`src/rtl/uer_pkg.sv`:
```
// Package for the ultrasonic echo ranger: widths, reset values, codes and types.
// No dependencies; every other file of the block imports it.
`default_nettype none

package uer_pkg;

	// Defaults for the top level's parameters
	localparam int TRIG_LOW_TICKS_DEF  = 2;
	localparam int TRIG_HIGH_TICKS_DEF = 10;
	localparam int COUNT_BITS_DEF      = 20;

	// Field and register widths
	localparam int TIMEOUT_W  = 20;
	localparam int SCALE_W    = 18;
	localparam int DIST_W     = 21;
	localparam int PULSE_W    = 20;
	localparam int STATUS_W   = 2;
	localparam int CFG_IDX_W  = 1;
	localparam int CFG_DATA_W = 20;

	// Distance is (pulse * scale) >> Q_SHIFT, scale being an unsigned Q16 value
	localparam int Q_SHIFT = 16;
	localparam logic [DIST_W-1:0] DIST_MAX = '1;

	// Configuration register reset values
	localparam logic [TIMEOUT_W-1:0] TIMEOUT_RST = 20'd30000;
	localparam logic [SCALE_W-1:0]   SCALE_RST   = 18'd111411;

	// Configuration register indexes
	localparam logic [CFG_IDX_W-1:0] CFG_TIMEOUT = 1'b0;
	localparam logic [CFG_IDX_W-1:0] CFG_SCALE   = 1'b1;

	// Outcome codes
	localparam logic [STATUS_W-1:0] STAT_OK      = 2'd0;
	localparam logic [STATUS_W-1:0] STAT_TO_HIGH = 2'd1;
	localparam logic [STATUS_W-1:0] STAT_TO_LOW  = 2'd2;
	localparam logic [STATUS_W-1:0] STAT_UNUSED  = 2'd3;

	// Measurement sequencer phases
	typedef enum logic [4:0] {
		PH_IDLE  = 5'b00001,
		PH_TLOW  = 5'b00010,
		PH_THIGH = 5'b00100,
		PH_WHIGH = 5'b01000,
		PH_WLOW  = 5'b10000
	} phase_t;

	// Per-tick flags handed from the sequencer stage to the output stage
	typedef struct packed {
		logic                trig;
		logic                busy;
		logic                done;
		logic                ok;
		logic [STATUS_W-1:0] status;
	} uer_flags_t;

endpackage

`default_nettype wire

```
`src/rtl/uer_if.sv`:
```
// Valid/ready channel interfaces of the ultrasonic echo ranger: ticks in,
// results out and configuration writes. Depends on uer_pkg.
`default_nettype none

interface uer_in_if;
	logic valid;
	logic ready;
	logic start_req;
	logic echo_level;
	modport source (output valid, output start_req, output echo_level, input ready);
	modport sink   (input valid, input start_req, input echo_level, output ready);
endinterface


`default_nettype wire

```
`src/rtl/uer_ctrl.sv`:
```
// Measurement sequencer: trigger pulse, echo waits and tick counting, one tick
// per request, registered into stage 1. Depends on uer_pkg and uer_if.
`default_nettype none

module uer_ctrl import uer_pkg::*; #(
	parameter int TRIG_LOW_TICKS  = TRIG_LOW_TICKS_DEF,
	parameter int TRIG_HIGH_TICKS = TRIG_HIGH_TICKS_DEF,
	parameter int COUNT_BITS      = COUNT_BITS_DEF
) (
	input  wire logic                  clk,
	input  wire logic                  arst_n,
	uer_in_if.sink                     item,
	input  wire logic [TIMEOUT_W-1:0]  tmo_limit,
	input  wire logic                  adv,
	output      logic                  valid_s1,
	output      uer_flags_t            flags_s1,
	output      logic [COUNT_BITS-1:0] count_s1
);

	localparam int CW    = COUNT_BITS;
	localparam int CMP_W = 33;
	localparam logic [CW-1:0] CNT_MAX = '1;

	phase_t          phase_q;
	logic [CW-1:0]   count_q;
	logic            acc;
	logic            start_eff;
	phase_t          ph;
	phase_t          ph_n;
	logic [CW-1:0]   cnt;
	logic [CW-1:0]   cnt_n;
	logic [CW-1:0]   cnt_inc;
	logic            over_cur;
	logic            over_inc;
	uer_flags_t      flags;

	// Stage 1 frees up whenever the output stage takes its request
	assign item.ready = !valid_s1 || adv;
	assign acc        = item.valid && item.ready;

	// Next phase and outputs for this tick
	always_comb begin
		// an unknown phase code counts as idle
		start_eff = item.start_req &&
			!(phase_q inside {PH_TLOW, PH_THIGH, PH_WHIGH, PH_WLOW});
		ph        = start_eff ? PH_TLOW : phase_q;
		cnt       = start_eff ? '0 : count_q;
		cnt_inc   = (cnt != CNT_MAX) ? cnt + 1'b1 : cnt;
		over_cur  = (CMP_W'(cnt) > CMP_W'(tmo_limit)) || (cnt == CNT_MAX);
		over_inc  = (CMP_W'(cnt_inc) > CMP_W'(tmo_limit)) || (cnt_inc == CNT_MAX);

		ph_n         = ph;
		cnt_n        = cnt;
		flags.trig   = 1'b0;
		flags.done   = 1'b0;
		flags.ok     = 1'b0;
		flags.status = STAT_OK;

		case (ph)
			PH_TLOW: begin
				cnt_n = cnt_inc;
				if (cnt_inc >= CW'(TRIG_LOW_TICKS)) begin
					ph_n  = PH_THIGH;
					cnt_n = '0;
				end
			end
			PH_THIGH: begin
				flags.trig = 1'b1;
				cnt_n      = cnt_inc;
				if (cnt_inc >= CW'(TRIG_HIGH_TICKS)) begin
					ph_n  = PH_WHIGH;
					cnt_n = '0;
				end
			end
			PH_WHIGH: begin
				if (item.echo_level) begin
					ph_n  = PH_WLOW;
					cnt_n = '0;
				end else if (over_cur) begin
					flags.status = STAT_TO_HIGH;
					flags.done   = 1'b1;
					ph_n         = PH_IDLE;
					cnt_n        = '0;
				end else begin
					cnt_n = cnt_inc;
				end
			end
			PH_WLOW: begin
				cnt_n = cnt_inc;
				if (!item.echo_level) begin
					flags.ok   = 1'b1;
					flags.done = 1'b1;
					ph_n       = PH_IDLE;
					cnt_n      = '0;
				end else if (over_inc) begin
					flags.status = STAT_TO_LOW;
					flags.done   = 1'b1;
					ph_n         = PH_IDLE;
					cnt_n        = '0;
				end
			end
			default: begin
				ph_n = PH_IDLE;
			end
		endcase

		flags.busy = (ph_n != PH_IDLE);
	end

	// Sequencer state and stage 1 valid
	always_ff @(posedge clk or negedge arst_n) begin
		if (!arst_n) begin
			phase_q  <= PH_IDLE;
			count_q  <= '0;
			valid_s1 <= 1'b0;
		end else begin
			if (acc) begin
				phase_q <= ph_n;
				count_q <= cnt_n;
			end
			if (item.ready) begin
				valid_s1 <= item.valid;
			end
		end
	end

	// Stage 1 payload: flags and the finished pulse length
	always_ff @(posedge clk) begin
		if (acc) begin
			flags_s1 <= flags;
			count_s1 <= cnt_inc;
		end
	end

endmodule

`default_nettype wire

```
`src/flat_wrapper.sv`:
```
// flat-port wrapper written by rule: the top's interface ports become plain ports
module uer_ctrl_flat import uer_pkg::*;
#(
	parameter int TRIG_LOW_TICKS  = TRIG_LOW_TICKS_DEF,
	parameter int TRIG_HIGH_TICKS = TRIG_HIGH_TICKS_DEF,
	parameter int COUNT_BITS      = COUNT_BITS_DEF
)
  (clk, arst_n, tmo_limit, adv, valid_s1, flags_s1, count_s1, item_valid, item_start_req, item_echo_level, item_ready);
  uer_in_if item_i ();
  input  wire logic clk;
  input  wire logic arst_n;
  input  wire logic [TIMEOUT_W-1:0] tmo_limit;
  input  wire logic adv;
  output      logic valid_s1;
  output      uer_flags_t flags_s1;
  output      logic [COUNT_BITS-1:0] count_s1;
  input wire logic [$bits(item_i.valid)-1:0] item_valid;
  input wire logic [$bits(item_i.start_req)-1:0] item_start_req;
  input wire logic [$bits(item_i.echo_level)-1:0] item_echo_level;
  output wire logic [$bits(item_i.ready)-1:0] item_ready;
  assign item_i.valid = item_valid;
  assign item_i.start_req = item_start_req;
  assign item_i.echo_level = item_echo_level;
  assign item_ready = item_i.ready;
  uer_ctrl #(.TRIG_LOW_TICKS(TRIG_LOW_TICKS), .TRIG_HIGH_TICKS(TRIG_HIGH_TICKS), .COUNT_BITS(COUNT_BITS)) u_core (.clk(clk), .arst_n(arst_n), .item(item_i), .tmo_limit(tmo_limit), .adv(adv), .valid_s1(valid_s1), .flags_s1(flags_s1), .count_s1(count_s1));
endmodule
```
`config.mk`:
```
export PLATFORM = sky130hd
export DESIGN_NAME = uer_ctrl_flat
export DESIGN_NICKNAME = d
export VERILOG_FILES = /design/src/rtl/uer_pkg.sv /design/src/rtl/uer_if.sv /design/src/rtl/uer_ctrl.sv /design/src/flat_wrapper.sv
export SDC_FILE = /design/constraint.sdc
export NUM_CORES = 1
export LEC_CHECK = 0
export ABC_AREA = 1
export BUFFER_PORTS_ARGS = -buffer_cell sky130_fd_sc_hd__buf_2
export CAP_MARGIN = 40
export CELL_PAD_IN_SITES_DETAIL_PLACEMENT = 0
export CELL_PAD_IN_SITES_GLOBAL_PLACEMENT = 1
export CORE_UTILIZATION = 46
export DETAILED_ROUTE_END_ITERATION = 8
export HOLD_SLACK_MARGIN = 0.15
export PLACE_DENSITY = 0.84
export SETUP_SLACK_MARGIN = 0.15
export SKIP_LAST_GASP = 1
export SLEW_MARGIN = 20
export SYNTH_ARGS = -nofsm -noshare
export SYNTH_HDL_FRONTEND = slang
export SYNTH_SLANG_ARGS = --single-unit
```
`constraint.sdc`:
```
create_clock -name clk -period 7.2 [get_ports clk]
set_clock_uncertainty 0.2 [all_clocks]
set_input_delay 1.08 -clock clk [delete_from_list [all_inputs] [get_ports clk]]
set_output_delay 1.08 -clock clk [all_outputs]
set_load 0.1 [all_outputs]
```
## After elaboration in Yosys (flattened, before gate mapping)

Index checks and enable logic that the tools add are counted.

- Reductions and logical operators: 8
- Order comparisons: 4
- $add $sub $neg: 1
- Muxes and demuxes: 29
- Eq/ne operators: 12

Operators by type and width:

| kind | count |
|---|---|
| 20-bit 2-to-1 mux | 8 |
| 20-bit one-hot mux with 4 select lines | 1 |
| 20-bit == test (second input constant) | 2 |
| 20-bit > comparator | 2 |
| 5-bit 2-to-1 mux | 7 |
| 20-bit by 1-bit adder with 20-bit output (second input constant) | 1 |
| 20-bit by 2-bit greater-or-equal comparator with 1-bit output (second input constant) | 1 |
| 20-bit by 4-bit greater-or-equal comparator with 1-bit output (second input constant) | 1 |
| 20-bit inequality test (second input constant) | 1 |
| 5-bit one-hot mux with 4 select lines | 1 |
| 5-bit by 2-bit == test with 1-bit output (second input constant) | 2 |
| 5-bit by 3-bit == test with 1-bit output (second input constant) | 2 |
| 5-bit by 4-bit == test with 1-bit output (second input constant) | 2 |
| 5-bit == test (second input constant) | 2 |
| 1-bit 2-to-1 mux | 7 |
| 2-bit 2-to-1 mux | 3 |
| 5-bit by 1-bit inequality test with 1-bit output (second input constant) | 1 |
| 2-bit one-hot mux with 2 select lines | 1 |
| 4-bit nonzero test | 1 |
| 1-bit logical OR | 3 |
| 1-bit logical AND | 2 |
| 1-bit logical NOT | 2 |
| 1-bit one-hot mux with 2 select lines | 1 |

- Bits in registers: 52
- Output and inout port bits: 28
- Input port bits: 26
- Word-level logic and storage cells: 63

## Logic depth before layout (Yosys ltp)

Gate-level depths: netlist (run 1).

- Word-level depth: 13
- Gate-level depth with buffers: 39
- Mapped depth without buffers: 36

## Worst setup path after synthesis (run 1)

Ideal clock, no wire load.

- Path type: input -> register
- Start: in item_start_req
- End: reg u_core.count_q[17]
- Required time: 6.874 ns
- Slack: 2.437 ns
- Library setup time: 0.126 ns
- Stages on the path: 32
- Arrival time: 4.437 ns
- Buffers on the path: 3
- Path through: nand3_4 -> buf_12 -> buf_6 -> nand2_1 -> inv_1 -> ha_1 -> nand2_1 -> inv_1 -> nand3_1 -> nor2_1 -> nand2_1 -> nor2_2 -> nand2_1 -> nand3_1 -> nand2_2 -> ha_1 -> nand2_1 -> inv_1 -> nand3_1 -> nor3_1 -> nand4_1 -> nor2_1 -> nand2_1 -> nand2_1 -> inv_1 -> nand2_1 -> nand2_1 -> nand3_2 -> nand3_4 -> buf_8 -> nand2_1 -> a21oi_2

- Longest elaborated chain between the ends: 9
- Elaborated cells between the ends (all ways): 25
- Classes of those cells: 1 x add/sub; 4 x order compare; 7 x eq/ne; 10 x mux; 3 x reduce/logical

Ends and longest elaborated chain:

| element | line | RTL |
|---|---|---|
| from (decl) | flat_wrapper.sv:18 | `input wire logic [$bits(item_i.start_req)-1:0] item_start_req;` |
| 1-bit logical AND * | uer_ctrl.sv:44 | `start_eff = item.start_req &&` |
| 20-bit 2-to-1 mux * | uer_ctrl.sv:47 | `cnt = start_eff ? '0 : count_q;` |
| 20-bit by 1-bit adder with 20-bit output / 20-bit inequality test (equally long branches) | uer_ctrl.sv:48 | `cnt_inc = (cnt != CNT_MAX) ? cnt + 1'b1 : cnt;` |
| 20-bit 2-to-1 mux * | uer_ctrl.sv:48 |  |
| via u_core.cnt_inc[19] | uer_ctrl.sv:32 | `logic [CW-1:0] cnt_inc;` |
| 20-bit > comparator / 20-bit == test (equally long branches) | uer_ctrl.sv:50 | `over_inc = (CMP_W'(cnt_inc) > CMP_W'(tmo_limit)) \|\| (cnt_inc == CNT_MAX);` |
| 1-bit logical OR | uer_ctrl.sv:50 |  |
| 20-bit 2-to-1 mux | uer_ctrl.sv:95 | `end else if (over_inc) begin` |
| 20-bit 2-to-1 mux | uer_ctrl.sv:90 | `if (!item.echo_level) begin` |
| 20-bit one-hot mux with 4 select lines * | uer_ctrl.sv:59 | `case (ph)` |
| to (signal assigned) | uer_ctrl.sv:119 | `count_q <= cnt_n;` |
| to (decl) | uer_ctrl.sv:25 | `logic [CW-1:0] count_q;` |

The timed path passes the listed nets; every way through them passes the cells marked *.
A chain may end at the register's enable or synchronous reset.

## Final worst setup path (run 1)

Ends and elaborated chain as after synthesis.

==> results of run 1 <==
[synth_stat cells]
library cell / count / area (um^2)
a211oi_1: 3 / 22.5
a21oi_1: 29 / 145
a21oi_2: 5 / 43.8
a221oi_1: 1 / 8.76
a31oi_1: 3 / 18.8
buf_12: 1 / 20.0
buf_4: 1 / 7.51
buf_6: 3 / 33.8
buf_8: 1 / 15.0
clkbuf_1: 7 / 26.3
clkinv_1: 1 / 3.75
dfrtp_1: 25 / 626
dfstp_2: 1 / 26.3
edfxtp_1: 26 / 781
ha_1: 39 / 488
inv_1: 95 / 357
inv_2: 10 / 37.5
nand2_1: 134 / 503
nand2_2: 17 / 106
nand2_4: 1 / 11.3
nand3_1: 31 / 155
nand3_2: 4 / 40.0
nand3_4: 2 / 35.0
nand3b_1: 2 / 15.0
nand4_1: 9 / 56.3
nand4_4: 1 / 21.3
nor2_1: 67 / 251
nor2_2: 5 / 31.3
nor3_1: 9 / 45.0
nor3_2: 1 / 10.0
nor3_4: 1 / 16.3
nor4_1: 4 / 25.0
o211ai_1: 1 / 7.51
o21a_1: 1 / 7.51
o21ai_0: 31 / 155
o21ai_1: 2 / 10.0
o221ai_1: 2 / 17.5
o31ai_1: 1 / 7.51
or2_1: 1 / 6.26
or2_2: 1 / 6.26
xnor2_1: 1 / 8.76
xor2_1: 9 / 78.8
[cells in the final DEF, fill, tap and decap left out, types with 3 or more instances in the layout]
master	count
buf_2	53
nand2_1	134
nor4_1	4
nand2_2	17
nor3_1	9
a21oi_2	5
dfrtp_1	25
xor2_1	9
buf_4	3
nand4_1	9
a21oi_1	29
inv_1	94
nor2_1	67
ha_1	39
nand3_1	31
inv_2	11
nand3_2	4
a31oi_1	3
edfxtp_1	26
clkbuf_8	5
a211oi_1	3
o21ai_0	31
nor2_2	5
[layout make-up]
cell class | instances | area (um^2) | share of cell area [%]
clock inverters | 3 | 46.3 | 0.980
multi-input cells | 418 | 2350 | 49.9
clock buffers | 5 | 68.8 | 1.46
flip-flops and latches | 52 | 1430 | 30.3
repair buffers | 56 | 288 | 6.09
well taps | 108 | 135 | 2.86
inverters | 106 | 398 | 8.42
[registers in the layout (all words and copies together) (netlist names)]
register	cells
u_core.flags_s1	6
u_core.valid_s1	1
u_core.phase_q	5
u_core.count_q	20
u_core.count_s1	20
[layer usage]
metal | vias up | part of all wire, %
met5 | - | 0
met4 | 0 | 0.87
met3 | 10 | 7.0
met2 | 146 | 44
met1 | 1788 | 48
li1 | 2005 | -
[metrics by stage]
step / area [um^2] / hold slack, ns / power [mW] / worst slack [ns]
CTS: 4720 / 0.323 / 1.53 / 1.75
global route: 4720 / 0.361 / 1.65 / 1.23
detailed placement: 4610 / 0.297 / 1.32 / 1.43
global placement: 4610 / 0.292 / 1.31 / 1.44
floorplan: 4290 / 0.289 / 1.12 / 2.44
finish: 4720 / 0.318 / 1.54 / 1.72
[how the worst max path moves through the flow]
stage                            startpoint            endpoint  slack [ns]  cells after the start
after global routing      u_core.phase_q[4]  u_core.count_q[17]        1.23                     33
final                        item_start_req  u_core.count_q[17]        1.72                     30
after global placement       item_start_req  u_core.count_q[17]        1.44                     30
after CTS                    item_start_req  u_core.count_q[17]        1.75                     30
after detailed placement     item_start_req  u_core.count_q[17]        1.43                     30
after floorplan              item_start_req  u_core.count_q[17]        2.44                     32
[kinds of logic (layout without fill, tap and decap cells)]
family,after synthesis,count (layout),share of synthesized area (%)
simple gates,290,290,31.1
buf+inv,119,170,11.7
compound gates,79,79,10.4
flops,52,52,33.4
fa+ha+maj,39,39,11.4
xor+xnor,10,10,2.04
[where the power goes]
group	switching (mW)	internal, mW
Sequential	0.0574	0.396
Combinational	0.656	0.216
Clock	0.106	0.105
Total	0.819	0.716
[worst register-to-register path: cells and delay by family (launching register included)]
family	cells	cell delay, ns
and+or+nand+nor	25	3.57
adders and majority gates	2	0.57
buffers and inverters	5	0.46
DFF	1	0.44
AOI/OAI and AO/OA	1	0.06
==> impl_results.md, run 1 <==
* YS warnings at 0
* PD cells at 325 nW/um^2
* Syn-to-layout area delta at 10.2%
* Per-cell routed wire length at 16.2 um
* Bufs on Longest Clock Path at 2
* First-pass GRT wire length at 19100 um
* Placed Instances at 740
* R2R Setup Slk at 1.80 ns
* Pleak at 2.54 nW
* Met1 global-route usage at 38.0%
* CP max FO at 27
* Reg-to-reg endpoint: u_core.count_q[17]
* Drc violations at 4
* Hold Vio Cnt, Final at 0
* CP top delay family: simple AND/OR/NAND/NOR gates
* Initial DRT Pass Iterations at 9
* Root buf cell: clkbuf_8
* Critical path class: input port to flop
* Hpwl dp at 9470 um
* Placer Congestion at 0.903
* Initial Util at 48.2%
* Endpoint, Worst Hold: u_core.valid_s1
* Final setup vio count at 0
* DR iter-0 viols at 315
* Num CTS Buffers at 5
* Post-Synthesis Cells at 589
* I/O Buffers at 53
* Routed WL at 12100 um
* Hold Crit Class: flop to flop
* Layout cells sized above 1 at 17.8%
* Clk_lat worst skew at 0.32 ns
* Worst setup EP type: flop
* Grt ovf at 0
* Syn avg cell area at 7.28 um^2
* # hold bufs at CTS at 0
* Detailed-route via count at 3949
* Post-synth net total at 654
* # H-tree levels at 2
* Chip height at 98.5 um
* Core ar. at 8890 um^2
* Vias in the first global route at 3676
* CTS tree: built
* Met3 Track Usage GR at 3.40%
* Post-CTS Setup Bufs at 0
* Final net count at 704
* Hold depth at 2
* Peak VDD IR at 121 uV
* Crit path launch type: input port
* R2r worst-path depth at 33
* CP required at 7.21 ns
* Hold path startpoint: u_core.valid_s1
* Failing checks: DRC
* Synth Register Bits at 52
* Unrepaired setup endpoints after global routing: false
* Setup TNS at 0 ns
* Die area at 9710 um^2
* GR Util met2 at 40.6%
* Antenna violations before repair at 0
* PostCTS Resize Cnt at 0
* Fin crit share at 76.1%
* Worst-Margin Slew at 0.741 ns
* I/O pins at 54
* CP max stage cell: nand3_4
* CTS clk-pin slew, worst paths at 0.10 ns
* Clk sinks at 52
* Relative slew slack at 50.6%
* Final slew viol count at 0
* Layout Utilization at 53.1%
* ANT cells at 0
* Post-synthesis sequential area ratio at 33.4%
* Site Rows at 34
* CP most frequent cell: nand2_1
* Max cap viols at 0
* Vias/cell at 5.28
* Tot GR Track Use at 25.8%
* Most used routing layer: met2
* CP max stage delay at 0.32 ns
* Worst Path Buf+Inv at 5
* Antenna Nets Post-Route at 0
* Die Width at 98.5 um
* Fmax at 183 MHz
* Min cycle time layout at 5.48 ns
* Status: finished, violations left
* Synthesized cell area at 4290 um^2
* Non-filler cells in the finished layout at 748
* Crit path DAT at 5.49 ns
* Reg2Reg Launch Point: u_core.phase_q[4]
* Post-synthesis cell type count at 42
* Final-layout fill cell count at 912
* Largest net degree at the start of global routing at 74
Note: power is estimated with default switching activity, not from simulation.
==> inputs of run 2 (changes only) <==
- CORE_UTILIZATION: 46 -> 43
- PLACE_DENSITY: 0.84 -> 0.79
- clock period: 7.2 -> 5.73 ns (I/O delays scaled with it)
==> impl_results.md, run 2 (synthesis results as in run 1) <==
* Status: finished, final reports clean
* PD cells at 404 nW/um^2
* Regs by FF count: u_core.count_q x20, u_core.count_s1 x20, u_core.flags_s1 x6
* Worst setup EP type: flop
* Routed WL at 12400 um
* CTS tree: built
* Chip height at 102 um
* Commonest non-fill, non-tap cell in the layout: nand2_1
* CTS clk-pin slew, worst paths at 0.11 ns
* Critical path origin: u_core.phase_q[1]
* Peak VDD IR at 160 uV
* Setup TNS at 0 ns
* Grt ovf at 0
* Final net count at 714
* Fmax at 206 MHz
* Non-filler cells in the finished layout at 783
* Crit path DAT at 4.88 ns
* I/O pins at 54
* PostCTS Resize Cnt at 0
* Final-layout fill cell count at 1016
* DR iter-0 viols at 449
* Fin crit share at 84.9%
* CP max stage delay at 0.41 ns
* First-pass GRT wire length at 19700 um
* Initial Util at 44.1%
* Total Power at 1.94 mW
* Reg2Reg Launch Point: u_core.phase_q[1]
* Tot GR Track Use at 25.6%
* Placed Instances at 775
* CP most frequent cell: nand2_1
* Hpwl dp at 9760 um
* Post-CTS Setup Bufs at 0
* Hold_ws at 0.336 ns
* Relative slew slack at 49.3%
* Commonest non-fill, non-tap cells in the layout: nand2_1 (134), inv_1 (94), nor2_1 (67)
* Root buf cell: clkbuf_8
* Largest net degree at the start of global routing at 74
* Max cap viols at 0
* Unrepaired setup endpoints after global routing: false
* Antenna Nets Post-Route at 0
* Core ar. at 9730 um^2
* Worst Path Buf+Inv at 5
* Hold Vio Cnt, Final at 0
* Clk sinks at 52
* Initial DRT Pass Iterations at 5
* CP required at 5.75 ns
* Layout cells sized above 1 at 19.1%
* Crit path launch type: flop
* Die area at 10400 um^2
* DP Area at 4710 um^2
* Antenna violations before repair at 0
* ANT cells at 0
* Clk_lat worst skew at 0.32 ns
* # H-tree levels at 2
* CP top delay family: simple AND/OR/NAND/NOR gates
* Num CTS Buffers at 5
* Critical path class: flop to flop
* Syn-to-layout area delta at 12.2%
* Worst-Margin Slew at 0.760 ns
* Vias in the first global route at 3755
* Hold Crit Class: input port to asynchronous set/reset pin
* Post-route design area at 4810 um^2
* Per-cell routed wire length at 15.9 um
* # hold bufs at CTS at 0
* CP max FO at 19
* Final setup vio count at 0
* CP max stage cell: dfrtp_1
* Site Rows at 36
* Min cycle time layout at 4.86 ns
* Detailed-route via count at 4044
* Pleak at 2.58 nW
* Placer Congestion at 1.03
* Drc violations at 0
* Final slew viol count at 0
* Die Width at 102 um
* Vias/cell at 5.16
* Bufs on Longest Clock Path at 2
* I/O Buffers at 53
run 2: cell count changes in the layout (fill, tap and decap cells not counted):
cell,change
clkinv_4,+2
clkinvlp_4,-1
buf_4,+10
bufinv_16,-1
run 2: power by group:
| part | leakage (nW) | switching (mW) | internal, mW |
|---|---|---|---|
| combinational | 1.96 | 0.847 | 0.299 |
| sequential | 0.567 | 0.0707 | 0.497 |
| clock | 0.0487 | 0.139 | 0.0894 |
run 2: final timing paths:
| kind | slack (ns) | depth (start not counted) | endpoint |
|---|---|---|---|
| worst max-delay path | 0.87 | 33 | u_core.count_q[17] |
| worst min-delay path | 0.34 | 1 | u_core.phase_q[4] |
| worst max register to register | 0.87 | 33 | u_core.count_q[17] |
| worst min register to register | 0.34 | 2 | u_core.valid_s1 |
| max in group asynchronous | 4.57 | 1 | u_core.count_q[9] |
| min in group clk | 0.34 | 2 | u_core.valid_s1 |
run 2: per-layer routing:
metal  global-route usage, %  vias up  part of all wire, %
met1                    37.5     1867                   47
met4                    5.38        0                  1.1
met3                    2.80        9                  7.5
met5                       0        -                    0
met2                    40.7      147                   44
li1                        -     2021                    -
run 2: through the flow:
stage | utilization [%] | setup WS, ns
floorplan | - | 1.19
global route | 49.4 | 0.314
finish | 49.4 | 0.868
global placement | 48.5 | 0.873
detailed placement | 48.5 | 0.728
CTS | 49.4 | 0.902
run 2: area by class of cell:
cell class              instances  area [um^2]  area share, %
well taps                     133          166           3.46
repair buffers                 66          363           7.54
multi-input cells             418         2350           49.0
clock buffers                   5         68.8           1.43
flip-flops and latches         52         1430           29.8
inverters                     106          398           8.27
clock inverters                 3         26.3          0.546
==> inputs of run 3 (changes only) <==
- clock period: 5.73 -> 4.8 ns (I/O delays scaled with it)
==> impl_results.md, run 3 (synthesis results as in run 1) <==
* DR iter-0 viols at 280
* CTS clk-pin slew, worst paths at 0.11 ns
* CTS tree: built
* Clk pwr share at 11.4%
* Crit path launch type: flop
* Commonest non-fill, non-tap cells in the layout: nand2_1 (129), inv_1 (91), nor2_1 (59)
* Peak VDD IR at 249 uV
* Initial DRT Pass Iterations at 4
* Switching share of power at 53.7%
* Antenna violations before repair at 0
* Syn-to-layout area delta at 18.5%
* Relative slew slack at 56.0%
* Critical path class: flop to flop
* Largest net degree at the start of global routing at 43
* Clk sinks at 52
* Num CTS Buffers at 5
* Site Rows at 36
* Tot GR Track Use at 25.4%
* Bufs on Longest Clock Path at 2
* # H-tree levels at 2
* I/O Buffers at 53
* Min cycle time layout at 4.29 ns
* Chip height at 102 um
* Sequential Power Share at 28.1%
* Pint at 1.12 mW
* Commonest non-fill, non-tap cell in the layout: nand2_1
* Crit path DAT at 4.31 ns
* Fin crit share at 89.4%
* # hold bufs at CTS at 0
* Antenna Nets Post-Route at 0
* ANT cells at 0
* Final-layout fill cell count at 1004
* Detailed-route via count at 4046
* Total Power at 2.42 mW
* Unrepaired setup endpoints after global routing: false
* I/O pins at 54
* Vias in the first global route at 3825
* Final slew viol count at 0
* Clk_lat worst skew at 0.33 ns
* CP most frequent cell: nand2_1
* Layout cells sized above 1 at 24.9%
* Regs by FF count: u_core.count_q x20, u_core.count_s1 x20, u_core.flags_s1 x6
* Initial Util at 44.1%
* Placer Congestion at 0.935
* Final setup vio count at 0
* Hold Vio Cnt, Final at 0
* CP max stage cell: dfrtp_1
* Drc violations at 0
* First-pass GRT wire length at 19700 um
* Hpwl dp at 10000 um
* CP max stage delay at 0.41 ns
* Pleak at 2.67 nW
* Status: finished, final reports clean
* Worst-Margin Slew at 0.659 ns
* CP required at 4.82 ns
* Root buf cell: clkbuf_8
* Per-cell routed wire length at 15.9 um
* Layout Utilization at 52.2%
* Die Width at 102 um
* PD cells at 476 nW/um^2
* Worst Path Buf+Inv at 6
* Die area at 10400 um^2
* Fmax at 233 MHz
* Vias/cell at 5.06
* Max cap viols at 0
* Setup TNS at 0 ns
* CP top delay family: simple AND/OR/NAND/NOR gates
* Hold Crit Class: input port to asynchronous set/reset pin
* CP max FO at 14
* Routed WL at 12700 um
* Core ar. at 9730 um^2
* Grt ovf at 0
* Logic pwr share at 60.5%
* Worst setup EP type: flop
* Final net count at 730
* Sw Pwr at 1.30 mW
-- run 3: cell count changes in the layout (fill, tap and decap cells not counted), sizes merged --
cell | before | now
clkinvlp | 0 | 1
clkbuf | 5 | 6
clkinv | 3 | 2
buf | 66 | 81
-- run 3: power groups by stage --
stage	registers [mW]	logic [mW]	clock network (mW)
final	0.680	1.47	0.276
after global routing	0.695	1.60	0.300
after CTS	0.676	1.39	0.289
after detailed placement	0.685	1.37	0
after global placement	0.685	1.38	0
after floorplan	0.942	0.737	0
-- run 3: path summary, 6_finish.rpt --
kind | from | endpoint | slack (ns) | depth (start not counted)
setup / recovery | u_core.phase_q[1] | u_core.count_q[5] | 0.51 | 32
hold / removal | arst_n | u_core.phase_q[4] | 0.18 | 1
setup reg to reg | u_core.phase_q[1] | u_core.count_q[5] | 0.51 | 32
hold reg to reg | u_core.valid_s1 | u_core.valid_s1 | 0.32 | 2
max in group asynchronous | arst_n | u_core.count_q[10] | 3.77 | 1
min in group clk | u_core.valid_s1 | u_core.valid_s1 | 0.32 | 2
-- run 3: repair_timing --
item                       CTS  global route
gates resized for setup      0            33
pin swaps                    1             9
setup buffers                2             5
cloned                       0             1
setup endpoints to repair   19            25
-- run 3: worst reg2reg max path: cells and delay by family, from the launching register on --
kind                     cells  cell delay (ns)
adder cells (fa/ha/maj)      1             0.28
flip-flops                   1             0.41
AND/OR/NAND/NOR             24             2.52
buffers and inverters        6             0.73
AO/OA/AOI/OAI                1             0.06
-- run 3: final cells by class --
class	instances	area (um^2)	area share (%)
Clock buffer	5	68.8	1.35
Timing Repair Buffer	82	529	10.4
Tap cell	133	166	3.27
Clock inverter	3	27.5	0.542
Multi-Input combinational cell	418	2460	48.4
Sequential cell	52	1430	28.2
Inverter	106	398	7.83
-- run 3: per-layer routing --
layer / global-route usage [%] / up-vias / wire length [um]
li1: - / 2062 / -
met1: 38.2 / 1876 / 6440
met4: 6.37 / 0 / 165
met5: 0 / - / 0
met3: 2.60 / 12 / 607
met2: 38.9 / 96 / 5460
-- run 3: stage by stage --
stage	setup slack, ns	hold WS [ns]	instances	cell area, um^2
3_3_place_gp	0.195	0.292	783	4770
6_report	0.506	0.185	799	5080
3_5_place_dp	0.0958	0.305	783	4770
2_1_floorplan	0.357	0.224	589	4290
4_1_cts	0.215	0.223	793	4900
5_1_grt	0.112	0.246	799	5080
